--- src/rtl/hairline_segment_vertex_expander_assert.svh ---
// Assertion macros shared by the hairline segment vertex expander RTL.
// Every module that asserts has clk and arst_n in scope; SYNTH drops the bodies.
`ifndef HAIRLINE_SEGMENT_VERTEX_EXPANDER_ASSERT_SVH
`define HAIRLINE_SEGMENT_VERTEX_EXPANDER_ASSERT_SVH
`ifndef SYNTH
`define HSVE_ASSERT(lbl, prop, msg) \
lbl: assert property (@(posedge clk) disable iff (!arst_n) prop) else $error(msg);
`define HSVE_NEVER(lbl, cond, msg) \
lbl: assert property (@(posedge clk) disable iff (!arst_n) !(cond)) else $error(msg);
`else
`define HSVE_ASSERT(lbl, prop, msg)
`define HSVE_NEVER(lbl, cond, msg)
`endif
`endif

--- src/rtl/hsve_pkg.sv ---
// Shared types, constants and the square root step of the segment expander.
// No dependencies.
package hsve_pkg;

	localparam int NORM_W       = 24;
	localparam int T_SHIFT      = 14;
	localparam int SQ_RAD_W     = 64;
	localparam int SQ_ROOT_W    = 32;
	localparam int SQ_REM_W     = 36;
	localparam int SQ_PAIRS     = SQ_RAD_W / 2;
	localparam int SQ_STAGES    = SQ_PAIRS / 2;
	localparam int COV_RAD_BASE = 34;
	localparam int COV_W        = 17;
	localparam logic [COV_W-1:0] COV_FULL = 17'h10000;
	localparam int Q_DEPTH      = 8;
	localparam int Q_PTR_W      = 3;
	localparam int Q_CNT_W      = 4;

	typedef enum logic [2:0] {
		SLOT_INNER_0  = 3'd0,
		SLOT_INNER_1  = 3'd1,
		SLOT_OUTER_AP = 3'd2,
		SLOT_OUTER_BP = 3'd3,
		SLOT_OUTER_AM = 3'd4,
		SLOT_OUTER_BM = 3'd5
	} slot_t;

	typedef struct packed {
		logic [SQ_REM_W-1:0]  rem;
		logic [SQ_ROOT_W-1:0] root;
	} sq_lane_t;

	// One digit of the restoring integer square root.
	function automatic sq_lane_t sqrt_step(sq_lane_t cur, logic [1:0] pair);
		logic [SQ_REM_W-1:0] acc;
		logic [SQ_REM_W-1:0] trial;
		sq_lane_t nxt;
		acc   = {cur.rem[SQ_REM_W-3:0], pair};
		trial = {{(SQ_REM_W-SQ_ROOT_W-2){1'b0}}, cur.root, 2'b01};
		if (acc >= trial) begin
			nxt.rem  = acc - trial;
			nxt.root = {cur.root[SQ_ROOT_W-2:0], 1'b1};
		end else begin
			nxt.rem  = acc;
			nxt.root = {cur.root[SQ_ROOT_W-2:0], 1'b0};
		end
		return nxt;
	endfunction

endpackage

--- src/rtl/hsve_queue.sv ---
// Eight-entry word queue between the front pipeline and the vertex emitter.
// Depends on hsve_pkg and the assertion header.
`include "hairline_segment_vertex_expander_assert.svh"
module hsve_queue #(
	parameter int W = 8
) (
	input  logic         clk,
	input  logic         arst_n,
	input  logic         push,
	input  logic [W-1:0] push_data,
	input  logic         pop,
	output logic [W-1:0] pop_data,
	output logic         not_empty
);

	logic [W-1:0]                   mem_q [hsve_pkg::Q_DEPTH];
	logic [hsve_pkg::Q_PTR_W-1:0]   wr_ptr_q, rd_ptr_q;
	logic [hsve_pkg::Q_CNT_W-1:0]   cnt_q;

	always_ff @(posedge clk) begin
		if (push) begin
			mem_q[wr_ptr_q] <= push_data;
		end
	end

	always_ff @(posedge clk or negedge arst_n) begin
		if (!arst_n) begin
			wr_ptr_q <= '0;
			rd_ptr_q <= '0;
			cnt_q    <= '0;
		end else begin
			if (push) begin
				wr_ptr_q <= wr_ptr_q + 1'b1;
			end
			if (pop) begin
				rd_ptr_q <= rd_ptr_q + 1'b1;
			end
			if (push && !pop) begin
				cnt_q <= cnt_q + 1'b1;
			end else if (pop && !push) begin
				cnt_q <= cnt_q - 1'b1;
			end
		end
	end

	assign pop_data  = mem_q[rd_ptr_q];
	assign not_empty = (cnt_q != '0);

	`HSVE_NEVER(a_q_overflow, push && !pop && cnt_q == hsve_pkg::Q_CNT_W'(hsve_pkg::Q_DEPTH), "queue overflow")
	`HSVE_NEVER(a_q_underflow, pop && cnt_q == '0, "queue underflow")
	`HSVE_ASSERT(a_q_ptrs, (wr_ptr_q - rd_ptr_q) == cnt_q[hsve_pkg::Q_PTR_W-1:0], "queue pointers disagree with count")

endmodule

--- config.mk ---
export PLATFORM = sky130hd
export DESIGN_NAME = hsve_queue
export DESIGN_NICKNAME = d
export VERILOG_FILES = /design/src/rtl/hsve_pkg.sv /design/src/rtl/hsve_queue.sv
export VERILOG_INCLUDE_DIRS = /design/src /design/src/rtl
export SDC_FILE = /design/constraint.sdc
export NUM_CORES = 1
export LEC_CHECK = 0
export BUFFER_PORTS_ARGS = -buffer_cell sky130_fd_sc_hd__buf_2
export CAP_MARGIN = 40
export CORE_MARGIN = 4
export CORE_UTILIZATION = 59
export CTS_CLUSTER_SIZE = 20
export DETAILED_ROUTE_END_ITERATION = 8
export PLACE_DENSITY = 0.83
export SLEW_MARGIN = 20
export SYNTH_ARGS = -nofsm -noshare
export SYNTH_HDL_FRONTEND = slang
export SYNTH_SLANG_ARGS = --single-unit
--- constraint.sdc ---
create_clock -name clk -period 2 [get_ports clk]
set_input_delay 0.1 -clock clk [delete_from_list [all_inputs] [get_ports clk]]
set_output_delay 0.1 -clock clk [all_outputs]
set_load 0.01 [all_outputs]
* After elaboration in Yosys (flattened, before gate mapping)
Memory sizes are Yosys's and may differ from the RTL's.
Index checks and enable logic that the tools add are counted.
** Storage, ports and cells
- Register bits after elaboration :: 10
- Memory bits (writable) :: 64
- Memories kept :: 1
** Memory list
- mem_q :: depth 8, width 8, read ports 1, clocked after memory_dff 0, write ports 1, RTL line hsve_queue.sv:16 : logic [W-1:0] mem_q [hsve_pkg::Q_DEPTH];
** Operators by class
- $add $sub $neg :: 4
- Muxes and demuxes :: 4
- Reductions and logical operators :: 6
** Operators with widths (number)
- $mux W4 :: 2
- $add A3 B1 Y3 const B :: 2
- $add A4 B1 Y4 const B :: 1
- $reduce_bool A4 Y1 :: 1
- $sub A4 B1 Y4 const B :: 1
- $logic_and A1 B1 Y1 :: 2
- $logic_not A1 Y1 :: 2
- $mux W1 :: 2
- $reduce_bool A2 Y1 :: 1

* Depth between registers and ports, before layout
Gate-level depths: netlist (run 1).
- Depth after elaboration :: 4
- Depth in mapped cells :: 7

* Worst setup path before layout (run 1)
Ideal clock, no wire load.
- Path type :: reg2reg
- Start point :: register wr_ptr_q[1] (netlist name)
- End point :: memory mem_q[0][0], enable pin
- Setup time :: 0.383 ns
- Arrival time :: 1.171 ns
- Data required time :: 1.617 ns
- Path slack :: 0.445 ns
- Cell stages (with the launch flop) :: 3
- Path buffers :: 0
- Clock period less this slack :: 1.555 ns
- Cell sequence :: dfrtp_1 > nand2b_1 > nor3_1
** RTL lines
- from (decl) :: RTL line hsve_queue.sv:17 : logic [hsve_pkg::Q_PTR_W-1:0] wr_ptr_q, rd_ptr_q;
- from (signal assigned) :: RTL line hsve_queue.sv:33 : wr_ptr_q <= wr_ptr_q + 1'b1;
- to (decl) :: RTL line hsve_queue.sv:16
Straight into the memory's write port.

* Worst setup path in the final report (run 1)
- Start point :: register rd_ptr_q[0] (netlist name)
- End point :: output port pop_data[5]
** Between the ends
- Word-level cells in the longest chain between the ends :: 1
** Ends and longest elaborated chain
- from (decl) :: RTL line hsve_queue.sv:17
- from (signal assigned) :: RTL line hsve_queue.sv:36 : rd_ptr_q <= rd_ptr_q + 1'b1;
- $mem_v2 Z8 W8
- to (decl) :: RTL line hsve_queue.sv:12 : output logic [W-1:0] pop_data,
Every way passes these cells.

==> results.md, run 1 <==
* Status: completed
* Req. time, crit path at 1.90 ns
* Htree depth at 3
* DR vias at 1518
* Worst setup EP type: output pin
* Post-Synthesis Net Count at 170
* Yosys warns at 0
* Tot GR Track Use at 0.201
* Worst Path Max Fanout at 9
* First-pass GRT wire length at 9070 microns
* Placement Rows at 26
* Leakage at 0.00126 uW
* Largest net degree at the start of global routing at 19
* R2R depth at 4
* Drt drc at 0
* Setup crit start: rd_ptr_q[0]$_DFFE_PN0P_
* Core Region at 5070 sq um
* Clock-pin slew on the worst setup and hold paths at 0.07 ns
* WHS Path Cells at 2
* Final ANT Viol Nets at 0
* RSZ-0062 raised after global routing: true
* Clk buf depth at 2
* CTS Buf Count at 9
* Number of max-cap violations at 0
* Post-Synthesis Cells at 152
* Worst Hold Launch: push
* Gr ovfl total at 0
* Worst Path Arrival at 1.88 ns
* Crit path kind: reg -> out
* Final slew viol count at 0
* Multi-input logic area at 826 sq um
* Fmax at 0.504 GHz
* NumNets Final at 212
* Die W at 80.2 microns
* Clock latency on the worst-skew pair at 0.33 ns
* Die area at 6430 sq um
* Vias in the first global route at 1659
* Reg-to-reg startpoint: cnt_q[2]$_DFFE_PN0P_
* Crit start category: flip-flop
* Period utilisation layout at 0.992
* Synthesized area at 3080 sq um
* Min Tclk post-route at 1.98 ns
* Synth cell types at 26
* Place WS at 0.124 ns
* ANT cells at 0
* Cells after DPL at 248
* Synthesis-stage register bit count at 74
* Die height at 80.2 microns
* Gp weighted congestion at 0.719
* Share of layout cells above drive strength 1 at 0.333
* HPWL after detailed placement at 3540 microns
* Layout area overhead at 14.3%
* Root buf cell: clkbuf_8
* Worst vdd ir at 986 uV
* Worst-margin pin slew at 0.496 ns
* Initial antenna violation count at 0
* R2R Setup Slk at 0.36 ns
* Initial DRC count at 93
* Worst slew margin at 0.669
* Final Skew at 0.00450 ns
* First-pass DRT Iterations at 4
* FF/Latch Area at 2170 sq um
* Routed WL per cell at 20.8 microns
* Initial Util at 0.606
* Setup ws final at 0.0165 ns
* Fin. Hold Viols at 0
* Clk sinks at 74
* Setup Viol. Count Final at 0
* Worst hold endpoint: wr_ptr_q[0]$_DFFE_PN0P_
* Register area share after synthesis at 0.706
* Fillers at 330
* Final WL at 5570 microns
* PD cells at 1370 nW/um^2
* Io pins at 21
* CTS tree: built
* RR Endpoint: cnt_q[3]$_DFFE_PN0P_
* DR vias/cell at 5.66
* Non-filler instance count after layout at 268
* Synth Area per Inst at 20.2 sq um
* I/O Buffers at 20
* Tightest Hold Check Type: in -> reg
-- metrics by stage --
stage                     instance area [sq um]  TNS (ns)  utilization  hold WS, ns  power [uW]
after floorplan                            3080         0            -       -0.196        3260
after global placement                     3320         0        0.654      -0.0351        3640
after detailed placement                   3320         0        0.654      -0.0265        3760
after CTS                                  3490         0        0.688       0.0191        4700
after global routing                       3520    -0.254        0.693       0.0271        5100
final                                      3520         0        0.693       0.0326        4810
-- per-layer routing --
metal	share of wire	GRT usage	routed length, microns	vias to the layer above
li1	-	-	-	698
met1	0.41	0.259	2280	765
met2	0.51	0.333	2860	48
met3	0.064	0.0572	356	7
met4	0.013	0.0608	72	0
met5	0	0	0	-
-- critical path, stage by stage (launching register included) --
cell and delay [ns]:
dfrtp_2 0.43, buf_12 0.15, mux4_1 0.54, mux2_2 0.28
buf_2 0.14
-- flip-flops by register name (all words and copies together) (netlist names) --
| register | count |
|---|---|
| mem_q | 64 |
| cnt_q | 4 |
| rd_ptr_q | 3 |
| wr_ptr_q | 3 |
-- how the worst max path moves through the flow --
stage / end / slack, ns / cells past startpoint
finish: pop_data[5] / 0.02 / 4
global placement: cnt_q[3]$_DFFE_PN0P_ / 0.27 / 8
floorplan: mem_q[0][0]$_DFFE_PP_ / 0.45 / 2
global route: pop_data[5] / -0.05 / 4
detailed placement: cnt_q[3]$_DFFE_PN0P_ / 0.12 / 8
CTS: pop_data[3] / 0.008 / 4
-- report_power, final --
group	total, uW	switching (uW)	internal [uW]	leakage [uW]
logic	1630	696	937	0.000485
registers	2260	271	1990	0.000697
clock network	922	488	433	0.0000743
-- final cells by class --
cell class / count / share of cell area
Clock buffer: 11 / 0.0374
Inverter: 2 / 0.00214
Timing Repair Buffer: 37 / 0.0765
Tap cell: 70 / 0.0249
Sequential cell: 74 / 0.619
Clock inverter: 4 / 0.00569
Multi-Input combinational cell: 70 / 0.235
-- synth_stat cells --
master	count	share of area
buf_12	1	0.0065
dfrtp_1	10	0.081
mux2_2	11	0.040
o211ai_1	2	0.0049
ha_1	5	0.020
or3_1	1	0.0020
nand2b_1	3	0.0061
buf_6	1	0.0037
nor3_1	3	0.0049
a2111o_1	1	0.0037
mux2i_1	1	0.0033
clkbuf_1	3	0.0037
xnor2_1	4	0.011
nand2_1	6	0.0073
mux4_1	16	0.14
a21oi_1	2	0.0033
xor2_1	2	0.0057
inv_1	2	0.0024
buf_2	1	0.0016
fa_1	1	0.0065
or4_1	2	0.0049
nor2_1	6	0.0073
nand3b_1	1	0.0024
o21ai_0	1	0.0016
nand3_1	2	0.0033
edfxtp_1	64	0.62
-- repair_timing --
item | CTS | global route
hold buffers | 2 | 0
buffers inserted | 1 | 1
cloned | 0 | 1
resized for setup | 3 | 8
endpoints found under the setup margin | 8 | 7
hold endpoints to repair | 11 | 0
-- placed cells by master, fill, tap and decap left out, types with 2 or more instances in the layout --
| master | netlist | final |
|---|---|---|
| a21oi_1 | 2 | 2 |
| buf_2 | 1 | 19 |
| buf_4 | 0 | 13 |
| clkbuf_1 | 3 | 2 |
| clkbuf_8 | 0 | 9 |
| clkinv_1 | 0 | 2 |
| dfrtp_1 | 10 | 8 |
| dfrtp_2 | 0 | 2 |
| dlygate4sd3_1 | 0 | 2 |
| edfxtp_1 | 64 | 64 |
| ha_1 | 5 | 5 |
| inv_1 | 2 | 2 |
| mux2_2 | 11 | 10 |
| mux4_1 | 16 | 9 |
| mux4_2 | 0 | 7 |
| nand2_1 | 6 | 6 |
| nand2b_1 | 3 | 3 |
| nand3_1 | 2 | 2 |
| nor2_1 | 6 | 6 |
| nor3_1 | 3 | 3 |
| o211ai_1 | 2 | 2 |
| or4_1 | 2 | 2 |
| xnor2_1 | 4 | 4 |
| xor2_1 | 2 | 2 |
-- logic make-up (layout without fill, tap and decap cells) --
family                   count (synthesis)  count (layout)  synth area share
buffers and inverters                    8              54            0.0179
XOR/XNOR                                 6               6            0.0171
multiplexers                            28              28             0.180
adder cells (fa/ha/maj)                  6               6            0.0269
flip-flops                              74              74             0.706
AND/OR/NAND/NOR                         24              24            0.0382
AO/OA/AOI/OAI                            6               6            0.0134
Power figures use the tool's default switching activity.
==> inputs of run 2 (changes only) <==
Settings changed: ABC_AREA from default to 1, CORE_UTILIZATION 59 to 54, PLACE_DENSITY 0.83 to 0.8.
Clock period 2 ns to 1.7 ns, I/O delays scaled along.
==> run 2 against run 1 <==
Against the previous run: flip-flop and latch count stayed put; largest cell class unchanged; critical path type unchanged; core utilization is 4.6 points lower; largest power group unchanged; combinational power is 31% higher.
==> results.md, run 2 <==
* Status: completed
* Clock-pin slew on the worst setup and hold paths at 0.07 ns
* Most common cell after layout, fill and taps aside: nand2_1
* Final WL at 6500 microns
* Worst slew margin at 0.791
* Leakage at 0.00151 uW
* Switching Fraction at 0.357
* First-pass GRT wire length at 10600 microns
* Most frequent cells in the layout: nand2_1, edfxtp_1, nor2_1, buf_2, o21ai_0
* Req. time, crit path at 1.62 ns
* Placed Instance Area at 3390 sq um
* CTS Buf Count at 9
* Internal power at 3880 uW
* Die W at 85.1 microns
* Crit path kind: reg -> out
* Synthesis-stage register bit count at 74
* Number of max-cap violations at 0
* Clock latency on the worst-skew pair at 0.34 ns
* Non-filler instance count after layout at 407
* Register area share after synthesis at 0.677
* Die height at 85.1 microns
* Part of the power in the clock network at 0.234
* First-pass DRT Iterations at 4
* DR vias at 2117
* Worst Path Arrival at 1.58 ns
* Comb pwr share at 0.355
* Largest Register: mem_q
* Setup Viol. Count Final at 0
* Period utilisation layout at 0.978
* Cells after DPL at 386
* Layout area overhead at 13.7%
* Fillers at 418
* Initial antenna violation count at 0
* Most common cell on crit path: nand2_1
* Fmax at 0.602 GHz
* Clk sinks at 74
* Crit-path cells: clkinv_8 > nand2_1 > nand2_1 > nand2_1 > o21ai_1 > nand2_1 > nand2_1 > buf_2
* Gp weighted congestion at 0.776
* Core Region at 5640 sq um
* Root buf cell: clkbuf_8
* Yosys warns at 0
* Crit start category: flip-flop
* Psw at 2150 uW
* Synth top area cells: edfxtp_1, nand2_1, dfrtp_1
* Tightest Hold Check Type: in -> reg
* Placement Rows at 27
* Worst setup EP type: output pin
* PD cells at 1650 nW/um^2
* Commonest cells in the synthesized netlist: nand2_1, edfxtp_1, nor2_1, o21ai_0, o21ai_1
* CTS tree: built
* Most used standard cell by instance count after synthesis: nand2_1
* Gr ovfl total at 0
* Fin. Hold Viols at 0
* RSZ-0062 raised after global routing: true
* Post-Synthesis Net Count at 309
* Final Skew at 0.00684 ns
* Worst path slowest cell: dfrtp_2
* Synth Area per Inst at 11.0 sq um
* Max FFs per register at 64
* Io pins at 21
* Register share of total power at 0.411
* Synth area leader: edfxtp_1
* Share of layout cells above drive strength 1 at 0.155
* HPWL after detailed placement at 4090 microns
* Largest net degree at the start of global routing at 33
* Registers with the most flip-flops: mem_q (64), cnt_q (4)
* Drt drc at 0
* Yosys top cell area share at 0.599
* CP top delay family: flip-flops
* Final instance area at 3650 sq um
* Initial Util at 0.569
* Worst-margin pin slew at 0.313 ns
* Routed WL per cell at 16.0 microns
* Tot Pwr at 6030 uW
* EDFF count, synth at 64
* Die area at 7240 sq um
* Htree depth at 3
* Clk buf depth at 2
* DR vias/cell at 5.20
* Synthesized area at 3210 sq um
* Initial DRC count at 118
* Main synth FF type: edfxtp_1
* Worst Path Max Fanout at 32
* NumNets Final at 348
* Worst vdd ir at 857 uV
* Tot GR Track Use at 0.197
* Post-Synthesis Cells at 291
* ANT cells at 0
* CP bufs+invs at 2
* Ys async rst share at 0.135
* Synth cell types at 20
* Setup_tns at 0 ns
* I/O Buffers at 20
* Final slew viol count at 0
* Vias in the first global route at 2270
* Min Tclk post-route at 1.66 ns
* Final ANT Viol Nets at 0
* Largest stage delay, worst path at 0.50 ns
==> run 2: per-layer routing <==
layer | vias to the layer above | wire, microns | track usage
li1 | 1043 | - | -
met1 | 999 | 2620 | 0.226
met2 | 55 | 3340 | 0.336
met3 | 20 | 380 | 0.0398
met4 | 0 | 154 | 0.122
met5 | - | 0 | 0
==> run 2: logic make-up after synthesis <==
kind of cell / count (synthesis) / synth area share
compound gates: 36 / 0.0561
xor+xnor: 5 / 0.0136
fa+ha+maj: 6 / 0.0257
buf+inv: 24 / 0.0546
flops: 74 / 0.677
simple gates: 146 / 0.173
==> run 2: final timing paths <==
kind,to,slack (ns),start,cells after the start
worst max-delay path,pop_data[1],0.04,rd_ptr_q[0]$_DFFE_PN0P_,8
worst min-delay path,mem_q[7][1]$_DFFE_PP_,0.02,push_data[1],1
worst max register to register,mem_q[0][3]$_DFFE_PP_,0.29,wr_ptr_q[0]$_DFFE_PN0P_,3
worst min register to register,cnt_q[2]$_DFFE_PN0P_,0.54,cnt_q[2]$_DFFE_PN0P_,2
max in group asynchronous,rd_ptr_q[0]$_DFFE_PN0P_,1.35,arst_n,2
min in group asynchronous,cnt_q[1]$_DFFE_PN0P_,0.14,arst_n,2
==> run 2: area by class of cell <==
type / count / area [sq um] / area share
well taps: 72 / 90.1 / 0.0247
repair buffers: 39 / 256 / 0.0703
clock inverters: 3 / 63.8 / 0.0175
multi-input cells: 193 / 862 / 0.236
flip-flops and latches: 74 / 2170 / 0.596
clock buffers: 13 / 139 / 0.0381
inverters: 13 / 62.6 / 0.0171
==> run 2: power groups by stage <==
stage	clock, uW	sequential (uW)	combinational, uW
floorplan	0	2400	1680
global placement	0	2500	1990
detailed placement	0	2510	2070
CTS	1430	2470	2130
global route	1520	2510	2410
finish	1410	2480	2140
==> run 2: metrics by stage <==
step                worst slack, ns  utilization  hold slack [ns]
global route                -0.0810        0.647           0.0293
detailed placement            0.155        0.600          -0.0432
floorplan                     0.232            -           -0.211
finish                       0.0375        0.647           0.0231
CTS                         0.00963        0.645           0.0119
global placement              0.243        0.600          -0.0484
==> run 2: repair_timing <==
action                                 CTS  global route
setup buffers                            1             0
endpoints found under the hold margin   17             0
setup endpoints to repair                8             8
hold buffers                             4             0
gates resized for setup                  1             4
pin swaps                                0             0
==> inputs of run 3 (changes only) <==
Settings changed: CORE_MARGIN 4 to default, PLACE_DENSITY 0.8 to 0.86.
==> run 3 against run 2 <==
Against the previous run: the run now ends with setup timing left; first-iteration DRC count increased by 86%; final area increased by 4.0%; cell count increased by 1.2%; fmax decreased by 4.0%; die area decreased by 14%; clock power decreased by 23%; worst setup slack got worse by 0.070 ns; non-clock buffer count increased by 4; sequential share of layout area decreased by 2.3 points; core utilization increased by 3.0 points; flip-flop and latch count unchanged; sequential power about the same; critical endpoint unchanged; highest routed layer unchanged.
==> results.md, run 3 (same netlist as run 2, synthesis figures left out) <==
* Worst slew margin at 0.782
* Htree depth at 3
* Number of max-cap violations at 0
* Worst path slowest cell: dfrtp_4
* Worst-margin pin slew at 0.327 ns
* CTS tree: built
* ANT cells at 0
* Worst vdd ir at 898 uV
* Vias in the first global route at 2183
* Registers with the most flip-flops: mem_q (64), cnt_q (4)
* Req. time, crit path at 1.62 ns
* Worst Path Arrival at 1.65 ns
* Clock-pin slew on the worst setup and hold paths at 0.07 ns
* Most common cell after layout, fill and taps aside: nand2_1
* NumNets Final at 354
* Layout area overhead at 18.3%
* Fillers at 403
* Setup Viol. Count Final at 7
* DR vias/cell at 5.55
* Final Skew at 0.00711 ns
* Worst setup EP type: output pin
* Place WS at 0.174 ns
* Fin. Hold Viols at 0
* Most common cell on crit path: nand2_1
* Clock latency on the worst-skew pair at 0.34 ns
* Leakage at 0.00157 uW
* Status: finished, violations left
* Tot GR Track Use at 0.227
* Final instance area at 3800 sq um
* Setup_tns at -0.101 ns
* Crit-path cells: buf_12 > buf_8 > nand2_2 > nand2_2 > nand2_1 > o21ai_1 > nand2_1 > nand2_1 > buf_2
* Failing checks: setup timing
* Crit path kind: reg -> out
* Die W at 79.1 microns
* First-pass GRT wire length at 10400 microns
* Most frequent cells in the layout: nand2_1, edfxtp_1, nor2_1, o21ai_1, buf_2
* Gp weighted congestion at 0.775
* I/O Buffers at 20
* PD cells at 1670 nW/um^2
* Initial DRC count at 219
* Gr ovfl total at 0
* HPWL after detailed placement at 4100 microns
* CP top delay family: flip-flops
* CTS Buf Count at 9
* Layout Utilization at 0.677
* Largest stage delay, worst path at 0.52 ns
* Fmax at 0.577 GHz
* Final slew viol count at 0
* Final ANT Viol Nets at 0
* Max FFs per register at 64
* Initial antenna violation count at 0
* Die area at 6260 sq um
* Placed Instance Area at 3400 sq um
* Clk sinks at 74
* Core Region at 5610 sq um
* Min Tclk post-route at 1.73 ns
* Die height at 79.1 microns
* DR vias at 2286
* Worst Path Max Fanout at 6
* Clk buf depth at 2
* Crit start category: flip-flop
* Drt drc at 0
* RSZ-0062 raised after global routing: true
* Routed WL per cell at 16.8 microns
* Tightest Hold Check Type: in -> reg
* Setup ws final at -0.0320 ns
* Final WL at 6940 microns
* Period utilisation layout at 1.02
* Initial Util at 0.572
* First-pass DRT Iterations at 5
* Largest net degree at the start of global routing at 33
* Placement Rows at 27
* Io pins at 21
* Share of layout cells above drive strength 1 at 0.232
* Root buf cell: clkbuf_8
* Largest Register: mem_q
* CP bufs+invs at 3
* Tot Pwr at 6340 uW
==> run 3: cell types whose count changed in the layout (fill, tap and decap cells not counted), moves of 3 or more <==
| cell | change |
|---|---|
| clkbuf_1 | -3 |
| nand2_1 | -11 |
| nand2_2 | +9 |
| o21ai_0 | -14 |
| o21ai_1 | +7 |
| o21ai_2 | +6 |
==> run 3: per-stage QoR <==
stage	std cells	hold slack (ns)
after global routing	412	0.0191
final	412	0.0152
after CTS	403	0.00258
after detailed placement	386	-0.0451
after floorplan	291	-0.211
after global placement	386	-0.0485
==> run 3: metal layers <==
| layer | up-vias | routed length, microns | global-route usage |
|---|---|---|---|
| met4 | 0 | 246 | 0.107 |
| met5 | - | 0 | 0 |
| met2 | 105 | 3410 | 0.384 |
| met1 | 1100 | 2880 | 0.282 |
| li1 | 1056 | - | - |
| met3 | 25 | 402 | 0.0437 |
==> run 3: worst paths after layout <==
check	end	startpoint	slack, ns	cells past startpoint
min in group asynchronous	cnt_q[3]$_DFFE_PN0P_	arst_n	0.15	2
setup / recovery	pop_data[1]	rd_ptr_q[0]$_DFFE_PN0P_	-0.03	9
hold reg to reg	cnt_q[2]$_DFFE_PN0P_	cnt_q[2]$_DFFE_PN0P_	0.53	2
hold / removal	rd_ptr_q[1]$_DFFE_PN0P_	pop	0.02	2
setup reg to reg	cnt_q[3]$_DFFE_PN0P_	cnt_q[2]$_DFFE_PN0P_	0.32	6
max in group asynchronous	rd_ptr_q[0]$_DFFE_PN0P_	arst_n	1.34	2
==> run 3: layout make-up <==
class | count | area [sq um] | share of cell area
Sequential cell | 74 | 2180 | 0.574
Multi-Input combinational cell | 193 | 933 | 0.246
Timing Repair Buffer | 43 | 357 | 0.0939
Clock buffer | 10 | 128 | 0.0336
Tap cell | 72 | 90.1 | 0.0237
Inverter | 13 | 63.8 | 0.0168
Timing Repair inverter | 2 | 25.0 | 0.00659
Clock inverter | 5 | 22.5 | 0.00593
==> run 3: worst register-to-register path, delay by kind of cell, from the launching register on <==
family,cells,cell delay (ns)
adder cells (fa/ha/maj),1,0.35
AND/OR/NAND/NOR,5,0.52
flip-flops,1,0.40
==> run 3: where the power goes <==
group / total [uW] / switching, uW / internal [uW]
Combinational: 2740 / 1620 / 1130
Sequential: 2500 / 236 / 2260
Clock: 1090 / 589 / 504
Total: 6340 / 2440 / 3900
==> run 3: timing repair <==
item,4_1_cts,5_1_grt
buffers inserted,0,4
hold buffers,2,0
endpoints found under the hold margin,11,0
gates cloned,0,5
resized for setup,3,48
pin swaps,1,12
setup endpoints to repair,8,8
