--- config.mk ---
export PLATFORM = sky130hd
export DESIGN_NAME = hsve_back
export DESIGN_NICKNAME = d
export VERILOG_FILES = /design/src/rtl/hsve_pkg.sv /design/src/rtl/hsve_back.sv
export VERILOG_INCLUDE_DIRS = /design/src /design/src/rtl
export SDC_FILE = /design/constraint.sdc
export NUM_CORES = 1
export LEC_CHECK = 0
export BUFFER_PORTS_ARGS = -buffer_cell sky130_fd_sc_hd__buf_4
export CAP_MARGIN = 10
export CELL_PAD_IN_SITES_DETAIL_PLACEMENT = 1
export CELL_PAD_IN_SITES_GLOBAL_PLACEMENT = 1
export CORE_MARGIN = 3
export CORE_UTILIZATION = 45
export DETAILED_ROUTE_END_ITERATION = 12
export PLACE_DENSITY = 0.91
export SKIP_CTS_REPAIR_TIMING = 1
export SLEW_MARGIN = 15
export SYNTH_ARGS = -nofsm -noshare
export SYNTH_HDL_FRONTEND = slang
export SYNTH_SLANG_ARGS = --single-unit
--- constraint.sdc ---
create_clock -name clk -period 7.1 [get_ports clk]
set_input_delay 0.71 -clock clk [delete_from_list [all_inputs] [get_ports clk]]
set_output_delay 0.71 -clock clk [all_outputs]
set_load 0.005 [all_outputs]
--- src/rtl/hairline_segment_vertex_expander_assert.svh ---
// Assertion macros shared by the hairline segment vertex expander RTL.
// Every module that asserts has clk and arst_n in scope; SYNTH drops the bodies.
`ifndef HAIRLINE_SEGMENT_VERTEX_EXPANDER_ASSERT_SVH
`define HAIRLINE_SEGMENT_VERTEX_EXPANDER_ASSERT_SVH
`ifndef SYNTH
`define HSVE_ASSERT(lbl, prop, msg) \
lbl: assert property (@(posedge clk) disable iff (!arst_n) prop) else $error(msg);
`define HSVE_NEVER(lbl, cond, msg) \
lbl: assert property (@(posedge clk) disable iff (!arst_n) !(cond)) else $error(msg);
`else
`define HSVE_ASSERT(lbl, prop, msg)
`define HSVE_NEVER(lbl, cond, msg)
`endif
`endif

--- src/rtl/hsve_pkg.sv ---
// Shared types, constants and the square root step of the segment expander.
// No dependencies.
package hsve_pkg;

	localparam int NORM_W       = 24;
	localparam int T_SHIFT      = 14;
	localparam int SQ_RAD_W     = 64;
	localparam int SQ_ROOT_W    = 32;
	localparam int SQ_REM_W     = 36;
	localparam int SQ_PAIRS     = SQ_RAD_W / 2;
	localparam int SQ_STAGES    = SQ_PAIRS / 2;
	localparam int COV_RAD_BASE = 34;
	localparam int COV_W        = 17;
	localparam logic [COV_W-1:0] COV_FULL = 17'h10000;
	localparam int Q_DEPTH      = 8;
	localparam int Q_PTR_W      = 3;
	localparam int Q_CNT_W      = 4;

	typedef enum logic [2:0] {
		SLOT_INNER_0  = 3'd0,
		SLOT_INNER_1  = 3'd1,
		SLOT_OUTER_AP = 3'd2,
		SLOT_OUTER_BP = 3'd3,
		SLOT_OUTER_AM = 3'd4,
		SLOT_OUTER_BM = 3'd5
	} slot_t;

	typedef struct packed {
		logic [SQ_REM_W-1:0]  rem;
		logic [SQ_ROOT_W-1:0] root;
	} sq_lane_t;

	// One digit of the restoring integer square root.
	function automatic sq_lane_t sqrt_step(sq_lane_t cur, logic [1:0] pair);
		logic [SQ_REM_W-1:0] acc;
		logic [SQ_REM_W-1:0] trial;
		sq_lane_t nxt;
		acc   = {cur.rem[SQ_REM_W-3:0], pair};
		trial = {{(SQ_REM_W-SQ_ROOT_W-2){1'b0}}, cur.root, 2'b01};
		if (acc >= trial) begin
			nxt.rem  = acc - trial;
			nxt.root = {cur.root[SQ_ROOT_W-2:0], 1'b1};
		end else begin
			nxt.rem  = acc;
			nxt.root = {cur.root[SQ_ROOT_W-2:0], 1'b0};
		end
		return nxt;
	endfunction

endpackage

--- src/rtl/hsve_back.sv ---
// Vertex emitter: takes one expanded segment and sends its six vertices, one a cycle.
// Depends on hsve_pkg and the assertion header.
`include "hairline_segment_vertex_expander_assert.svh"
module hsve_back #(
	parameter int CW = 24,
	parameter int F  = 8
) (
	input  logic                  clk,
	input  logic                  arst_n,
	input  logic                  ent_valid,
	input  logic [CW-1:0]         ent_ax,
	input  logic [CW-1:0]         ent_ay,
	input  logic [CW-1:0]         ent_bx,
	input  logic [CW-1:0]         ent_by,
	input  logic signed [F+1:0]   ent_vx,
	input  logic signed [F+1:0]   ent_vy,
	input  logic [hsve_pkg::COV_W-1:0] ent_cov,
	input  logic                  ent_is_long,
	input  logic                  ent_degen,
	output logic                  pop,
	output logic                  vertex_valid,
	output logic [2:0]            vertex_slot,
	output logic [CW-1:0]         vertex_x,
	output logic [CW-1:0]         vertex_y,
	output logic [hsve_pkg::COV_W-1:0] coverage,
	output logic                  degenerate,
	output logic                  last_vertex
);

	localparam int SW = CW + 2;
	localparam int VW = F + 2;
	localparam logic signed [SW-1:0] MAX_C = {3'b000, {(CW-1){1'b1}}};
	localparam logic signed [SW-1:0] MIN_C = {3'b111, {(CW-1){1'b0}}};

	logic                 act_q;
	hsve_pkg::slot_t      slot_q;
	logic [CW-1:0]        ax_q, ay_q, bx_q, by_q;
	logic signed [VW-1:0] vx_q, vy_q;
	logic [hsve_pkg::COV_W-1:0] cov_q;
	logic                 is_long_q, degen_q;
	logic                 at_last;

	assign at_last = (slot_q == hsve_pkg::SLOT_OUTER_BM);
	assign pop     = ent_valid && (!act_q || at_last);

	always_ff @(posedge clk or negedge arst_n) begin
		if (!arst_n) begin
			act_q  <= 1'b0;
			slot_q <= hsve_pkg::SLOT_INNER_0;
		end else if (pop) begin
			act_q  <= 1'b1;
			slot_q <= hsve_pkg::SLOT_INNER_0;
		end else if (act_q && at_last) begin
			act_q  <= 1'b0;
		end else if (act_q) begin
			slot_q <= hsve_pkg::slot_t'(slot_q + 3'd1);
		end
	end

	always_ff @(posedge clk) begin
		if (pop) begin
			ax_q      <= ent_ax;
			ay_q      <= ent_ay;
			bx_q      <= ent_bx;
			by_q      <= ent_by;
			vx_q      <= ent_vx;
			vy_q      <= ent_vy;
			cov_q     <= ent_cov;
			is_long_q <= ent_is_long;
			degen_q   <= ent_degen;
		end
	end

	// per-slot corner selection
	logic                 use_a, v_neg, o_add, o_sub;
	logic [hsve_pkg::COV_W-1:0] cov_c;
	logic signed [SW-1:0] bxs, bys, tvx, tvy, tox, toy, x_c, y_c;
	logic [CW-1:0]        xs_c, ys_c;

	always_comb begin
		use_a = 1'b1;
		v_neg = 1'b0;
		o_add = 1'b0;
		o_sub = 1'b0;
		cov_c = '0;
		case (slot_q)
			hsve_pkg::SLOT_INNER_0: begin
				use_a = is_long_q;
				v_neg = !is_long_q;
				cov_c = is_long_q ? hsve_pkg::COV_FULL : cov_q;
			end
			hsve_pkg::SLOT_INNER_1: begin
				use_a = !is_long_q;
				v_neg = is_long_q;
				cov_c = is_long_q ? hsve_pkg::COV_FULL : cov_q;
			end
			hsve_pkg::SLOT_OUTER_AP: begin
				v_neg = 1'b1;
				o_add = 1'b1;
			end
			hsve_pkg::SLOT_OUTER_BP: begin
				use_a = 1'b0;
				o_add = 1'b1;
			end
			hsve_pkg::SLOT_OUTER_AM: begin
				v_neg = 1'b1;
				o_sub = 1'b1;
			end
			hsve_pkg::SLOT_OUTER_BM: begin
				use_a = 1'b0;
				o_sub = 1'b1;
			end
			default: begin
				use_a = 1'b1;
			end
		endcase
	end

	// ortho is (2*vy, -2*vx)
	always_comb begin
		bxs = SW'($signed(use_a ? ax_q : bx_q));
		bys = SW'($signed(use_a ? ay_q : by_q));
		tvx = v_neg ? -SW'(vx_q) : SW'(vx_q);
		tvy = v_neg ? -SW'(vy_q) : SW'(vy_q);
		tox = o_add ? (SW'(vy_q) <<< 1) : (o_sub ? -(SW'(vy_q) <<< 1) : '0);
		toy = o_add ? -(SW'(vx_q) <<< 1) : (o_sub ? (SW'(vx_q) <<< 1) : '0);
		x_c = bxs + tvx + tox;
		y_c = bys + tvy + toy;
		xs_c = (x_c > MAX_C) ? MAX_C[CW-1:0] : ((x_c < MIN_C) ? MIN_C[CW-1:0] : x_c[CW-1:0]);
		ys_c = (y_c > MAX_C) ? MAX_C[CW-1:0] : ((y_c < MIN_C) ? MIN_C[CW-1:0] : y_c[CW-1:0]);
	end

	logic                       vld_q;
	hsve_pkg::slot_t            out_slot_q;
	logic [CW-1:0]              out_x_q, out_y_q;
	logic [hsve_pkg::COV_W-1:0] out_cov_q;
	logic                       out_degen_q, out_last_q;

	always_ff @(posedge clk or negedge arst_n) begin
		if (!arst_n) begin
			vld_q <= 1'b0;
		end else begin
			vld_q <= act_q;
		end
	end

	always_ff @(posedge clk) begin
		out_slot_q  <= slot_q;
		out_last_q  <= at_last;
		out_degen_q <= degen_q;
		out_x_q     <= degen_q ? MAX_C[CW-1:0] : xs_c;
		out_y_q     <= degen_q ? MAX_C[CW-1:0] : ys_c;
		out_cov_q   <= degen_q ? '0 : cov_c;
	end

	assign vertex_valid = vld_q;
	assign vertex_slot  = out_slot_q;
	assign vertex_x     = out_x_q;
	assign vertex_y     = out_y_q;
	assign coverage     = out_cov_q;
	assign degenerate   = out_degen_q;
	assign last_vertex  = out_last_q;

	`HSVE_ASSERT(a_slot_run, vld_q && out_slot_q != hsve_pkg::SLOT_INNER_0 |-> $past(vld_q) && $past(out_slot_q) == out_slot_q - 3'd1, "vertex slots out of sequence")
	`HSVE_ASSERT(a_degen_steady, vld_q && out_slot_q != hsve_pkg::SLOT_INNER_0 |-> out_degen_q == $past(out_degen_q), "degenerate flag changed inside a segment")
	`HSVE_ASSERT(a_outer_cov, vld_q && out_slot_q != hsve_pkg::SLOT_INNER_0 && out_slot_q != hsve_pkg::SLOT_INNER_1 |-> out_cov_q == '0, "outer vertex with coverage")

endmodule

Word-level counts from Yosys, hierarchy flattened
Index checks and enable logic that the tools add are counted.
- register bits: 210
- input bits: 138
- output and inout bits: 72
- logic and storage cells: 77
- add/sub/neg operators: 9
- magnitude comparators: 4
- equal/unequal tests: 6
- mux-type cells: 20
- bitwise operators: 1
- reductions and logical operators: 18
- operators with widths (operator ; count):
    $mux 26 ; 6
    $mux 24 ; 4
    $add 24x26->26 ; 2
    $add 26x26->26 ; 2
    $gt 26x24->1 const B ; 2
    $lt 26x24->1 const B ; 2
    $neg 10->26 ; 2
    $neg 26->26 ; 2
    $mux 17 ; 1
    $reduce_or 2->1 ; 8
    $mux 3 ; 3
    $eq 3x2->1 const B ; 2
    $eq 3x3->1 const B ; 2
    $pmux 1 s3 ; 2
    $mux 1 ; 4
    $reduce_bool 2->1 ; 2
    $add 3x1->3 const B ; 1
    $eq 3x1->1 const B ; 1
    $logic_not 3->1 ; 1
    $reduce_or 3->1 ; 1
    $logic_and 1x1->1 ; 2
    $logic_not 1->1 ; 2
    $ne 2x2->1 const B ; 1
    $reduce_and 2->1 ; 1
    other kinds (2) ; 2

Depth between registers and ports, before layout
Gate-level depths: netlist of run 1.
- depth after elaboration: 8
- gate-level depth with buffers: 22
- depth with buffers taken out: 20

Least setup slack after synthesis of run 1
OpenSTA, ideal clock, no wires.
- path kind: register -> register
- from: register slot_q[1]
- to: register out_x_q[2] (netlist: vertex_x[2])
- setup time: 0.114 ns
- arrival time: 5.323 ns
- required time: 6.986 ns
- path slack: 1.663 ns
- cell stages (with the launch flop): 23
- path buffers: 3
- clock period less this slack: 5.437 ns
- path through: dfrtp_1 inv_1 ha_1 nor2_1 a21oi_1 o221ai_1 clkbuf_1 clkbuf_1 mux2i_1 fa_1 inv_1 ha_1 fa_1 a211oi_1 o21ai_0 a21oi_1 a211oi_1 nor2_1 o31ai_1 xnor2_1 nand2_1 buf_4 a21o_1
- longest elaborated chain between the ends: 8
- elaborated cells on any way between the ends: 24
- classes of those cells: add/sub (2); order compare (2); eq/ne (5); mux (9); reduce/logical (6)
- ends and longest elaborated chain (item ; RTL line ; text):
    start, declared ; hsve_back.sv:36 ; hsve_pkg::slot_t slot_q;
    start signal, assigned ; hsve_back.sv:49 ; slot_q <= hsve_pkg::SLOT_INNER_0;
    start signal, assigned ; hsve_back.sv:52 ; slot_q <= hsve_pkg::SLOT_INNER_0;
    start signal, assigned ; hsve_back.sv:56 ; slot_q <= hsve_pkg::slot_t'(slot_q + 3'd1);
    $eq 3x3->1 / $eq 3x2->1 (equally long branches) ; hsve_back.sv:86 ; case (slot_q)
    $reduce_or 2->1 (no source line) ; -- ;
    $pmux 1 s3 / $mux 1 (equally long branches) ; hsve_back.sv:86 ;
    $mux 24 (tied with other cells) ; hsve_back.sv:121 ; bxs = SW'($signed(use_a ? ax_q : bx_q));
    $add 24x26->26 / $mux 26 (equally long branches) ; hsve_back.sv:127, hsve_back.sv:125 ;
    $add 26x26->26 (*) ; hsve_back.sv:127 ; x_c = bxs + tvx + tox;
    $lt 26x24->1 / $gt 26x24->1 (equally long branches) ; hsve_back.sv:129 ; xs_c = (x_c > MAX_C) ? MAX_C[CW-1:0] : ((x_c < MIN_C) ? MIN_C[CW-1:0] : x_c[CW-1:0]);
    $mux 24 / $reduce_or 2->1 (equally long branches) ; -- ;
    end signal, assigned ; hsve_back.sv:151 ; out_x_q <= degen_q ? MAX_C[CW-1:0] : xs_c;
    end, declared ; hsve_back.sv:135 ; logic [CW-1:0] out_x_q, out_y_q;
Mark *: on every way between the ends. The rest lies on a longest branch, timed or not.
A chain may end at the register's enable or synchronous reset.

Final worst setup path of run 1
- from: register vy_q[2]
- to: register out_y_q[18] (netlist: vertex_y[18])
- longest elaborated chain between the ends: 6
- elaborated cells on any way between the ends: 8
- classes of those cells: add/sub (3); order compare (2); mux (2); reduce/logical (1)
- ends and longest elaborated chain (item ; RTL line ; text):
    start, declared ; hsve_back.sv:38 ; logic signed [VW-1:0] vx_q, vy_q;
    start signal, assigned ; hsve_back.sv:67 ; vy_q <= ent_vy;
    $neg 10->26 ; hsve_back.sv:124 ; tvy = v_neg ? -SW'(vy_q) : SW'(vy_q);
    $mux 26 (*) ; hsve_back.sv:124 ;
    $add 24x26->26 (*) ; hsve_back.sv:128 ; y_c = bys + tvy + toy;
    $add 26x26->26 (*) ; hsve_back.sv:128 ;
    $lt 26x24->1 / $gt 26x24->1 (equally long branches) ; hsve_back.sv:130 ; ys_c = (y_c > MAX_C) ? MAX_C[CW-1:0] : ((y_c < MIN_C) ? MIN_C[CW-1:0] : y_c[CW-1:0]);
    $mux 24 / $reduce_or 2->1 (equally long branches) ; -- ;
    end signal, assigned ; hsve_back.sv:152 ; out_y_q <= degen_q ? MAX_C[CW-1:0] : ys_c;
    end, declared ; hsve_back.sv:135 ;
Marks and branches as above.

==> impl_results.md, run 1 <==
* Setup-failing EPs final at 0
* Crit start category: register
* CP Capture Type: register
* Root Driver: clkbuf_16
* Via Count at roughly 8700
* M3 GR Usage at 5.34%
* GP Congestion at 0.874
* Final hold vios at 0
* CTS buffer count at 24
* Dpl cells at between 1500 and 2000
* Busiest grt layer: met2
* Worst slew pin tran at approximately 1.1 ns
* Slew Limit Fails at 0
* DP HPWL at 25000 µm
* Crit-path cells: or3_1 -> or3_1 -> or3_1 -> or3_1 -> ha_1 -> o21a_1 -> fa_1 -> inv_1 -> ha_1 -> and3_1 -> and4_1 -> o311ai_0 -> nand3_1 -> a22o_1 -> a221oi_1 -> xnor2_1 -> a21oi_2 -> o21ai_0
* Worst Hold Class: in2reg
* Antenna viol nets, final at 0
* Met1 usage at between 20% and 30%
* Seq cells post-synth at 210
* Tot GR Track Use at between 20 and 25%
* H-tree levels at 1
* Clock latency on the worst-skew pair at 0.54 ns
* Starting Density at 46.0%
* Min Tclk post-route at 6.45 ns
* Vias in the first global route at 9386
* Die Area at 27800 µm²
* Critical Path Fanout Max at 23
* Synth cell types at between 60 and 70
* # IOs at 210
* CTS tree: yes
* Detailed Routing Iterations Pass 1 at 5
* R2R cell count at 18
* Detailed Route WL at 32700 µm
* IO buf count at 209
* DR WL/cell at a little over 20 µm
* CP most frequent cell: or3_1
* Slowest CP cell: a21oi_2
* Routed vias/inst at 5.46
* Hold WS at 0.345 ns
* Cell area after synthesis at 11600 µm²
* Most common cell in the netlist: edfxtp_1
* WHS Path Cells at 1
* Critical Path RT at between 7 and 8 ns
* Synth-to-Final Area Change at 23.7%
* RSZ-0062 raised after global routing: no
* CTS max path bufs at 3
* Top cells by count, synth: edfxtp_1, inv_1, a21oi_1
* Nets at 1484
* Worst EP arrival at 6.81 ns
* Die X-Extent at 167 µm
* Max_cap viols at 0
* F_max at 155 MHz
* Top cell type's share of synthesized area at 34.9%
* Layout cells sized above 1 at 21.8%
* Compound-Gate Fraction of Synth Area at 15.2%
* Synth Area in XOR/XNOR at 4.44%
* Number of synthesized flops with an enable pin at 135
* Core box area at 25300 µm²
* Post-synthesis cell count at 1030
* Run status: finished clean
* GR Overflow Total at 0
* Setup_tns at 0 ns
* Post-Synth Adder-Cell Area at 15.0%
* Main combinational cell family by area after synthesis: compound AO/OA/AOI/OAI gates
* Fin util at between 50 and 60%
* Post-Synthesis Net Count at 1277
* Critical path type: reg2reg
* Area leader, netlist: edfxtp_1
* Average size of a mapped cell at 11.3 µm²
* Sequential share of the synthesized area at 48.0%
* Fraction of the mapped netlist area in simple logic gates at between 7 and 8%
* Top cells by area, synth: edfxtp_1, dfxtp_1, fa_1
* Syn. warnings at 0
* Worst path max stage delay at around 0.72 ns
* Largest net degree at the start of global routing at 79
* Slew headroom at 27.2%
* Mux share of post-synthesis cell area at 4.25%
* Non-Filler Instances at 1586
* Tcrit/Tclk final at 90.8%
* Grt met2 use at between 40% and 50%
* Clk_skew at 0.0337 ns
* Main synth FF type: edfxtp_1
* Die Height at approximately 170 µm
* DRT iter0 DRCs at 507
* FP Rows at 58
* Clock tree sinks at 210
* Remaining DRCs at 0
* Synth async-reset ratio at ~2.4%
* Antenna violations before repair at 1
* Clk pin slew, worst setup/hold paths at 0.07 ns
* First-pass GRT wire length at between 50000 and 60000 µm
[flip-flops by register name, summed over array words and instances, names as in the netlist, 17 cells and up]
| signal | cells |
|---|---|
| ax_q | 24 |
| ay_q | 24 |
| bx_q | 24 |
| by_q | 24 |
| cov_q | 17 |
| coverage | 17 |
| vertex_x | 24 |
| vertex_y | 24 |
[critical path: cells and delay by family, from the launching register on]
family,cells,cell delay (ns)
compound gates,6,1.94
xor+xnor,1,0.16
fa+ha+maj,3,1.24
buf+inv,1,0.04
flops,1,0.50
simple gates,7,2.39
[per-stage QoR]
step / setup WS [ns] / cell area (µm²)
finish: 0.653 / 14400
global route: 0.249 / 14400
floorplan: 1.66 / 11600
global placement: 0.961 / 13500
CTS: 0.520 / 14400
detailed placement: 0.611 / 13500
[routing by layer]
metal	up-vias	share of wire, %
met4	0	2.4
met5	-	0
li1	4036	-
met2	263	51
met1	4311	40
met3	46	6.7
[final cells by class]
class	count	area [µm²]
inverter	116	435
multi-input combinational	669	5470
timing repair buffer	216	1640
fill	2702	10900
tap	330	413
clock inverter	8	114
sequential	210	5580
antenna	1	2.50
clock buffer	36	728
[cells in the final DEF, fill, tap and decap left out, drive strengths merged, types with 3 or more instances in the layout]
cell type | synthesis | layout
o211ai | 4 | 4
a21oi | 74 | 74
edfxtp | 135 | 135
or3 | 9 | 9
and4 | 3 | 3
nand2b | 7 | 7
nor3b | 3 | 3
inv | 116 | 116
nor3 | 10 | 10
clkbuf | 24 | 36
mux2i | 46 | 46
dfxtp | 70 | 70
mux2 | 3 | 3
bufinv | 0 | 3
o21ai | 60 | 60
buf | 11 | 215
and2 | 28 | 28
fa | 50 | 50
and3 | 7 | 7
dfrtp | 5 | 5
a2111oi | 3 | 3
nor4 | 3 | 3
a21o | 40 | 40
nor2 | 50 | 50
a211o | 3 | 3
xor2 | 21 | 21
a21boi | 19 | 19
xnor2 | 38 | 38
o21a | 7 | 7
ha | 59 | 59
o21bai | 8 | 8
o31ai | 5 | 5
nand2 | 41 | 41
a22oi | 19 | 19
nor2b | 5 | 5
a211oi | 9 | 9
nand3 | 7 | 7
clkinv | 0 | 5
[path summary, 6_finish.rpt]
kind,to,slack [ns],start
max,vertex_y[18],0.65,vy_q[2]
min,vy_q[4],0.35,ent_vy[4]
max reg2reg,vertex_y[18],0.65,vy_q[2]
min reg2reg,vertex_valid,0.42,act_q
max in group asynchronous,act_q,6.40,arst_n
min in group asynchronous,slot_q[0],0.59,arst_n
[logic make-up (layout without fill, tap and decap cells)]
logic type / Yosys count / count (layout)
AOI/OAI and AO/OA: 271 / 271
DFF: 210 / 210
and+or+nand+nor: 181 / 181
buffers and inverters: 151 / 376
adders and majority gates: 109 / 109
xor gates and xnor gates: 59 / 59
muxes: 49 / 49
other: 0 / 1
Power of run 1 is left out: the tool's default activity adds up to more than one toggle a clock period on the data nets, which glitch-free logic cannot reach.
==> inputs of run 2 (changes only) <==
CORE_UTILIZATION = 43   (was 45)
PLACE_DENSITY = 0.88   (was 0.91)
==> run 2 against run 1 <==
Effect of this change: utilization fell by 2.9 points; non-clock buffer count rose by 1; clock-buffer cell count fell by 4; routed wire length fell by 2.9%; global-route usage fell by 1.8 points; cell area fell by 0.95%; worst setup slack got worse by 0.0015 ns; via count fell by 1.1%; hold slack improved by 0.014 ns.
==> impl_results.md, run 2 (synthesis results as in run 1) <==
* Slew headroom at 32.2% (was 27.2%)
* Max_cap viols at 0 (unchanged)
* Reg-to-Reg End: vertex_x[14] (was vertex_y[18])
* Run status: finished clean (unchanged)
* Family with the most delay on the worst path: compound AO/OA/AOI/OAI gates (was simple AND/OR/NAND/NOR gates)
* H-tree levels at 1 (unchanged)
* Clock tree sinks at 210 (unchanged)
* # IOs at 210 (unchanged)
* Worst path max stage delay at 0.71 ns (was 0.72 ns)
* Detailed Route WL at 31700 µm (was 32700 µm)
* IO buf count at 209 (unchanged)
* Non-Filler Instances at 1589 (was 1586)
* Worst slew pin tran at 1.02 ns (was 1.08 ns)
* FP Rows at 59 (was 58)
* Die Area at 29000 µm² (was 27800 µm²)
* Antenna cells at 0 (was 1)
* Design area at 14200 µm² (was 14400 µm²)
* Starting Density at 44.1% (was 46.0%)
* DRT iter0 DRCs at 506 (was 507)
* Critical path type: reg2reg (unchanged)
* F_max at 155 MHz (about the same)
* CTS max path bufs at 3 (unchanged)
* Synth-to-Final Area Change at 22.5% (was 23.7%)
* Nets at 1484 (unchanged)
* Detailed Routing Iterations Pass 1 at 5 (unchanged)
* Min Tclk post-route at 6.45 ns (about the same)
* DR WL/cell at 20.0 µm (was 20.6 µm)
* Antenna violations before repair at 0 (was 1)
* RSZ-0062 raised after global routing: no (unchanged)
* Core box area at 26400 µm² (was 25300 µm²)
* Remaining DRCs at 0 (unchanged)
* WHS Path Cells at 1 (unchanged)
* Crit-path cells: inv_1 -> ha_1 -> or4b_2 -> o21a_1 -> nor2_1 -> a21oi_1 -> fa_1 -> inv_1 -> ha_1 -> fa_1 -> a211oi_1 -> o21ai_0 -> a21oi_1 -> a211oi_1 -> nor2_1 -> o31ai_1 -> xnor2_1 -> nand2_1 -> a41o_1 (was or3_1 -> or3_1 -> or3_1 -> or3_1 -> ha_1 -> o21a_1 -> fa_1 -> inv_1 -> ha_1 -> and3_1 -> and4_1 -> o311ai_0 -> nand3_1 -> a22o_1 -> a221oi_1 -> xnor2_1 -> a21oi_2 -> o21ai_0)
* Root Driver: clkbuf_16 (unchanged)
* Vias in the first global route at 9154 (was 9386)
* DP Area at 13500 µm² (about the same)
* CP bufs+invs at 2 (was 1)
* CTS buffer count at 23 (was 24)
* Slowest CP cell: or4b_2 (was a21oi_2)
* First-pass GRT wire length at 49100 µm (was 51300 µm)
* Critical R2R Launch: slot_q[1] (was vy_q[2])
* Setup_tns at 0 ns (unchanged)
* Worst setup path startpoint: slot_q[1] (was vy_q[2])
* Die X-Extent at 170 µm (was 167 µm)
* Critical Path Fanout Max at 23 (unchanged)
* CTS tree: yes (unchanged)
* Slew Limit Fails at 0 (unchanged)
* GP Congestion at 0.895 (was 0.874)
* DP HPWL at 24300 µm (was 25000 µm)
* Via Count at 8562 (was 8656)
* Clk_skew at 0.0126 ns (was 0.0337 ns)
* Setup-failing EPs final at 0 (unchanged)
* Commonest non-fill, non-tap cell in the layout: buf_4 (unchanged)
* Crit start category: register (unchanged)
* Routed vias/inst at 5.39 (was 5.46)
* Largest net degree at the start of global routing at 77 (was 79)
* Reg2reg setup slack at 0.65 ns (about the same)
* # fillers at 2811 (was 2702)
* Worst Hold Path EP: by_q[10] (was vy_q[4])
* Worst EP arrival at 6.86 ns (was 6.81 ns)
* R2R cell count at 19 (was 18)
* Tot GR Track Use at 21.4% (was 23.2%)
* Antenna viol nets, final at 0 (unchanged)
* Critical Path RT at 7.51 ns (was 7.46 ns)
* Final hold vios at 0 (unchanged)
* GR Overflow Total at 0 (unchanged)
* Die Height at 170 µm (was 167 µm)
* CP Capture Type: register (unchanged)
* Worst Hold Class: in2reg (unchanged)
* Most frequent cells in the layout: buf_4, edfxtp_1, inv_1, a21oi_1, dfxtp_1 (unchanged)
* Worst hold start: ent_by[10] (was ent_vy[4])
* Tcrit/Tclk final at 90.8% (about the same)
* Layout cells sized above 1 at 21.5% (was 21.8%)
* Dpl cells at 1546 (was 1540)
* Clock latency on the worst-skew pair at 0.52 ns (was 0.54 ns)
* Clk pin slew, worst setup/hold paths at 0.06 ns (was 0.07 ns)
-- run 2: worst reg2reg max path, delay by kind of cell, from the launching register on --
| kind | cells | cell delay (ns) |
|---|---|---|
| XOR/XNOR | 1 | 0.35 |
| AO/OA/AOI/OAI | 8 | 2.18 |
| adder cells (fa/ha/maj) | 4 | 1.50 |
| AND/OR/NAND/NOR | 4 | 1.74 |
| flip-flops | 1 | 0.41 |
| buffers and inverters | 2 | 0.14 |
-- run 2: area by class of cell --
| type | instances | area [µm²] | share of cell area (%) |
|---|---|---|---|
| flip-flops and latches | 210 | 5580 | 39.2 |
| multi-input cells | 669 | 5480 | 38.5 |
| repair buffers | 217 | 1630 | 11.5 |
| clock buffers | 32 | 641 | 4.50 |
| inverters | 116 | 435 | 3.06 |
| well taps | 335 | 419 | 2.94 |
| clock inverters | 10 | 57.6 | 0.404 |
-- run 2: routing by layer --
layer  vias to the layer above  share of wire, %  global-route usage, %
li1                       4043                 -                      -
met1                      4173                40                   26.5
met2                       287                49                   37.1
met3                        59               7.8                   5.64
met4                         0               2.8                   5.93
met5                         -                 0                      0
-- run 2: how the worst max path moves through the flow --
stage	endpoint	depth (start not counted)	slack, ns
after detailed placement	vertex_x[14]	17	0.66
after global routing	vertex_x[14]	19	0.04
after floorplan	vertex_x[2]	22	1.66
after CTS	vertex_x[14]	17	0.59
after global placement	vertex_x[14]	17	0.96
final	vertex_x[14]	19	0.65
-- run 2: metrics by stage --
stage	utilization, %	hold WS (ns)	worst slack, ns
after floorplan	-	0.379	1.66
after global placement	51.3	0.400	0.960
after detailed placement	51.3	0.411	0.656
after CTS	54.0	-0.0468	0.594
after global routing	54.1	0.335	0.0449
final	54.1	0.360	0.651
Power of run 2 is left out for the same reason.
